File: src/rtl/gre_pkg.sv
package gre_pkg;
	localparam logic [0:0] REG_PAINT_ALPHA = 1'b0;

	// round(x * y / 255)
	function automatic logic [7:0] mul255(input logic [7:0] x, input logic [7:0] y);
		logic [16:0] t;
		logic [16:0] u;
		t = {1'b0, 16'(x) * 16'(y)} + 17'd128;
		u = t + {8'd0, t[16:8]};
		return u[15:8];
	endfunction
endpackage

File: src/rtl/gre_div.sv
// Restoring divider of an unsigned NUM_BITS-bit magnitude by a 9-bit positive divisor.
// Pipelined one quotient bit per stage; NUM_BITS stages in total.
module gre_div import gre_pkg::*; #(
	parameter int NUM_BITS = 24,
	parameter int TAG_W = 8
) (
	input  logic clk,
	input  logic adv,
	input  logic [NUM_BITS-1:0] mag,
	input  logic [8:0] den,
	input  logic [TAG_W-1:0] tag_in,
	output logic [NUM_BITS-1:0] quo,
	output logic [TAG_W-1:0] tag_out
);
	logic [NUM_BITS-1:0] num_s [NUM_BITS+1];
	logic [9:0] rem_s [NUM_BITS+1];
	logic [8:0] den_s [NUM_BITS+1];
	logic [TAG_W-1:0] tag_s [NUM_BITS+1];

	assign num_s[0] = mag;
	assign rem_s[0] = '0;
	assign den_s[0] = den;
	assign tag_s[0] = tag_in;

	// advance one quotient bit per stage
	for (genvar i = 0; i < NUM_BITS; i++) begin : g_st
		logic [10:0] trial;
		logic [10:0] diff;
		assign trial = {rem_s[i], num_s[i][NUM_BITS-1]};
		assign diff = trial - {2'd0, den_s[i]};
		always_ff @(posedge clk) begin
			if (adv) begin
				den_s[i+1] <= den_s[i];
				tag_s[i+1] <= tag_s[i];
				if (!diff[10]) begin
					rem_s[i+1] <= diff[9:0];
					num_s[i+1] <= {num_s[i][NUM_BITS-2:0], 1'b1};
				end else begin
					rem_s[i+1] <= trial[9:0];
					num_s[i+1] <= {num_s[i][NUM_BITS-2:0], 1'b0};
				end
			end
		end
	end

	assign quo = num_s[NUM_BITS];
	assign tag_out = tag_s[NUM_BITS];
endmodule

File: config.mk
export PLATFORM = sky130hd
export DESIGN_NAME = gre_div
export DESIGN_NICKNAME = d
export VERILOG_FILES = /design/src/rtl/gre_pkg.sv /design/src/rtl/gre_div.sv
export SDC_FILE = /design/constraint.sdc
export NUM_CORES = 1
export LEC_CHECK = 0
export ABC_AREA = 1
export BUFFER_PORTS_ARGS = -buffer_cell sky130_fd_sc_hd__buf_2
export CORE_MARGIN = 3
export CORE_UTILIZATION = 45
export DETAILED_ROUTE_END_ITERATION = 10
export SYNTH_ARGS = -nofsm -noshare
export SYNTH_HDL_FRONTEND = slang
export SYNTH_SLANG_ARGS = --single-unit
File: constraint.sdc
create_clock -name clk -period 5.4 [get_ports clk]
set_input_delay 0.81 -clock clk [delete_from_list [all_inputs] [get_ports clk]]
set_output_delay 0.81 -clock clk [all_outputs]
set_load 0.01 [all_outputs]
[Word level (Yosys, flattened, before mapping)]
Index checks and enable logic that the tools add are counted.
Cells by class
  $add $sub $neg: 24
  $mul: 0
  divide/modulo/power cells: 0
  $lt $le $gt $ge: 0
  equality and inequality tests: 0
  shift operators: 0
  multiplexer cells: 47
  bitwise operators: 0
  reduce and logical (&&, ||, !) cells: 0
Operators with widths (count)
  11-bit by 9-bit subtractor with 11-bit output: 23
  10-bit 2-to-1 mux: 22
  1-bit 2-to-1 mux: 25
  1-bit by 9-bit subtractor with 10-bit output: 1
Word-level totals
  register bits after elaboration: 1205
  bits in latches: 0
  bits in writable memories: 0
  bits in read-only memories: 0
  bits of input ports: 43
  output and inout bits: 32
  word-level logic and storage cells: 166
  memories: 0

[Longest topological paths before layout]
  depth after elaboration: 2
  mapped depth: 13
  depth with buffers taken out: 12

[Worst setup path before layout]
Ideal clock, no wire load.
  path kind: register to register
  start: register den_s[126] (netlist bit)
  end: register rem_s, in the netlist g_st[11].trial[2] (data pin)
  library setup time: 0.253 ns
  arrival: 1.620 ns
  slack: 3.527 ns
  stages on the path, launching flop included: 12
  path buffers: 1
  clock period less this slack: 1.873 ns
  path through: edfxtp_1 > ha_1 > fa_1 > nor2_1 > nand2_1 > nor2_1 > nor2_1 > nand3_1 > nand2_1 > buf_6 > nand2_1 > nand2_1
Between the ends
  cells in the longest elaborated chain, start to end: 2
RTL lines
  start, declared: line gre_div.sv:17  | logic [8:0] den_s [NUM_BITS+1];
  start signal, assigned by index: line gre_div.sv:33  | den_s[i+1] <= den_s[i];
  11-bit by 9-bit subtractor with 11-bit output: line gre_div.sv:30  | assign diff = trial - {2'd0, den_s[i]};
  10-bit 2-to-1 mux: line gre_div.sv:35  | if (!diff[10]) begin
  end signal, assigned by index: line gre_div.sv:36  | rem_s[i+1] <= diff[9:0];
  end signal, assigned by index: line gre_div.sv:39  | rem_s[i+1] <= trial[9:0];
  end, declared: line gre_div.sv:16  | logic [9:0] rem_s [NUM_BITS+1];
No other way between the ends.
A chain may end at the register's enable or synchronous reset.

[Worst setup path after layout]
  start: register den_s[36] (netlist bit)
  end: register rem_s, in the netlist g_st[21].trial[8] (data pin)
The elaborated chain is that of the path after synthesis.

==> results.toml <==
[cts]
cts_sinks = 1205
cts_resized = 0
ctsHoldBuffers = 0
root_buffer = "clkbuf_16"
cts_made_buffers = 133
htreeDepth = 4
cts_tree = "yes"
clockBufferDepth = 3
path_clk_slew_ns = 0.05
cts_setup_buffers = 0
worstSkewPairLatency_ns = 0.74

[timing]
setup_tns_ns = 0
relSlewSlack_pct = 42.9
finalMaxSlewViolations = 0
final_hold_viol_count = 0
finalCriticalPeriod_ns = 2.73
setup_violations = 0
rsz0062_at_grt = "no"
timing.final.crit_share_pct = 50.5
timing.fmax_mhz = 366
tightest_slew_ns = 0.856
fin_skew_ns = 0.0333

[detailed_routing]
drt-initial-drc-count = 2189
routedWlPerCell_microns = 14.3
routed_via_density = 4.76
vias = 29600
wl_met1_microns = 42000
wl_met2_microns = 40400
wl_microns = 88700
maxUsedRoutingLayer = "met4"
first_pass_iters = 5
wl_met3_microns = 3990
drc = 0
ant_nets = 0

[logic_synthesis]
synth.yosys.seq_area_share_pct = 69.1
yosysWarnings = 0
avgSynthCellArea_sq_um = 11.7
synth_area_leaders = "edfxtp_1, nand2_1, ha_1, inv_1, nand3_1"
synth_area_sq_um = 52400
yosysTopAreaCell = "edfxtp_1"
synth_cell_types = 24
synthCells = 4481
synth.top_cell.area_share_pct = 69.1
synth-seq-cells = 1205

[critical_path]
crit_family = "simple AND/OR/NAND/NOR gates"
crit_type = "flop to flop"
worstPathBufferInverterCount = 1
crit_arrival_ns = 3.21
slowest_delay_ns = 0.45
end_kind = "flop"
r2r-end = "g_st[21].trial[8]"
crit_chain = "ha_1 -> fa_1 -> inv_1 -> nand3_1 -> nand4_1 -> nand2_1 -> nand2_1 -> nand2_1"
crit_top_cell = "nand2_1"
slowest_stage = "fa_1"
ff2ff_setup_slack_ns = 2.67
crit_fanout = 11
cp.depth = 8
ff2ff_path_depth = 8
critPathRequiredTime_ns = 5.88
rr_startpoint = "den_s[36]"
startpoint_type = "flop"

[floorplanning]
fp-row-count = 124
io_pins = 75
initial_utilization_pct = 45.5
die_h_microns = 347
core_area_sq_um = 115000
die_area_sq_um = 120000
die_w_microns = 347

[run]
maxCapViolations = 0

[min_path]
min_from = "mag[21]"
min_path_cells = 1
min_to = "num_s[574]"
hp-class = "input pin to flop"

[global_route]
grt_pass1_vias = 28300
grt_max_degree = 134
gr-usage-all-layers_pct = 14.8
grt_pass1_wl_microns = 145000
antenna_found_initial = 0
gr-total-overflow = 0

[cells_and_area]
seq_area_sq_um = 36200
multi_input_area_sq_um = 13100
layout.nets = 4884
antenna_cells = 0
stdcell_area_sq_um = 58500
drive_gt1_share_pct = 6.38
area.growth.synth_to_final_pct = 11.8
fillers = 10000

[power]
ir_drop_v = 0.000350
p_per_area_nw_per_um2 = 528
leakage_uw = 0.0253
power_uw = 30900

[placed_design]
io_buffers = 74
gp_congestion = 0.880
hpwl_microns = 60600
place_area_sq_um = 54100

[run_status]
status = "completed"
-- where the power goes --
part / leakage, uW / total, uW / switching [uW] / internal (uW)
clock network: 0.00214 / 8940 / 3700 / 5230
registers: 0.0118 / 13200 / 843 / 12400
logic: 0.0113 / 8780 / 5710 / 3070
-- final cells by class --
type / instances / area share, %
clock buffers: 162 / 5.91
clock inverters: 77 / 1.69
repair buffers: 88 / 0.987
multi-input cells: 2551 / 22.3
well taps: 1512 / 3.23
inverters: 632 / 4.05
flip-flops and latches: 1205 / 61.8
-- cells by family (layout without fill, tap and decap cells) --
logic type / Yosys count / after routing / share of synthesized area (%)
AOI/OAI and AO/OA: 97 / 97 / 0.927
xor gates and xnor gates: 96 / 96 / 1.61
DFF: 1205 / 1205 / 69.1
other: 1 / 4 / 0.00716
and+or+nand+nor: 2124 / 2124 / 16.6
buffers and inverters: 728 / 959 / 5.96
adders and majority gates: 230 / 230 / 5.81
-- cells in the mapped netlist (all sizes together) --
| cell | count |
|---|---|
| xor2 | 70 |
| nand3 | 414 |
| conb | 1 |
| nor2 | 250 |
| edfxtp | 1205 |
| o21ai | 4 |
| nand4 | 45 |
| nor3 | 1 |
| or3 | 1 |
| inv | 632 |
| xnor2 | 26 |
| nand2 | 1390 |
| fa | 22 |
| and3 | 1 |
| nand3b | 1 |
| a21oi | 93 |
| buf | 96 |
| ha | 208 |
| or2 | 21 |
-- metal layers --
metal	vias up	global-route usage (%)
li1	15200	-
met1	13700	21.0
met2	530	23.0
met3	162	2.73
met4	0	5.28
met5	-	0
-- stage by stage --
stage | utilization [%] | setup WS, ns | cells | hold WS (ns)
2_1_floorplan | - | 3.53 | 4484 | 0.400
3_3_place_gp | 47.0 | 2.67 | 5988 | 0.400
3_5_place_dp | 47.0 | 2.69 | 5988 | 0.405
4_1_cts | 50.9 | 2.68 | 6227 | 0.164
5_1_grt | 50.9 | 2.49 | 6227 | 0.185
6_report | 50.9 | 2.67 | 6227 | 0.238
-- cells in the final DEF (no fill, tap or decap), types with 4 or more instances in the layout --
master and n:
buf_4 7, buf_12 8, buf_2 73, clkinvlp_4 4
clkinv_2 22, inv_1 632, clkinv_16 11, clkbuf_1 28
nand4_1 45, xnor2_1 26, clkinv_1 24, a21oi_1 93
conb_1 4, nand2_1 1387, nor2_1 248, nand3_1 414
or2_2 21, ha_1 208, fa_1 22, bufinv_16 12
edfxtp_1 1205, clkbuf_16 134, xor2_1 70
-- worst register-to-register path, delay by kind of cell (launching register included) --
kind	cells	cell delay, ns
adder cells (fa/ha/maj)	2	0.71
buffers and inverters	1	0.11
flip-flops	1	0.43
AND/OR/NAND/NOR	5	1.24
-- how the worst max path moves through the flow --
stage                    start                 to  slack [ns]
global placement    den_s[153]   g_st[8].trial[7]        2.67
global route         den_s[36]  g_st[21].trial[8]        2.49
finish               den_s[36]  g_st[21].trial[8]        2.67
CTS                 den_s[153]   g_st[8].trial[7]        2.68
detailed placement   den_s[36]  g_st[21].trial[8]        2.69
floorplan           den_s[126]  g_st[11].trial[2]        3.53
-- sequential cells by signal, summed over array words and instances (netlist names) --
signal	count
g_st.trial	253
tag_s	184
tag_out	8
den_s	207
num_s	529
quo	24
No activity file was read; power rests on OpenSTA's default activity.
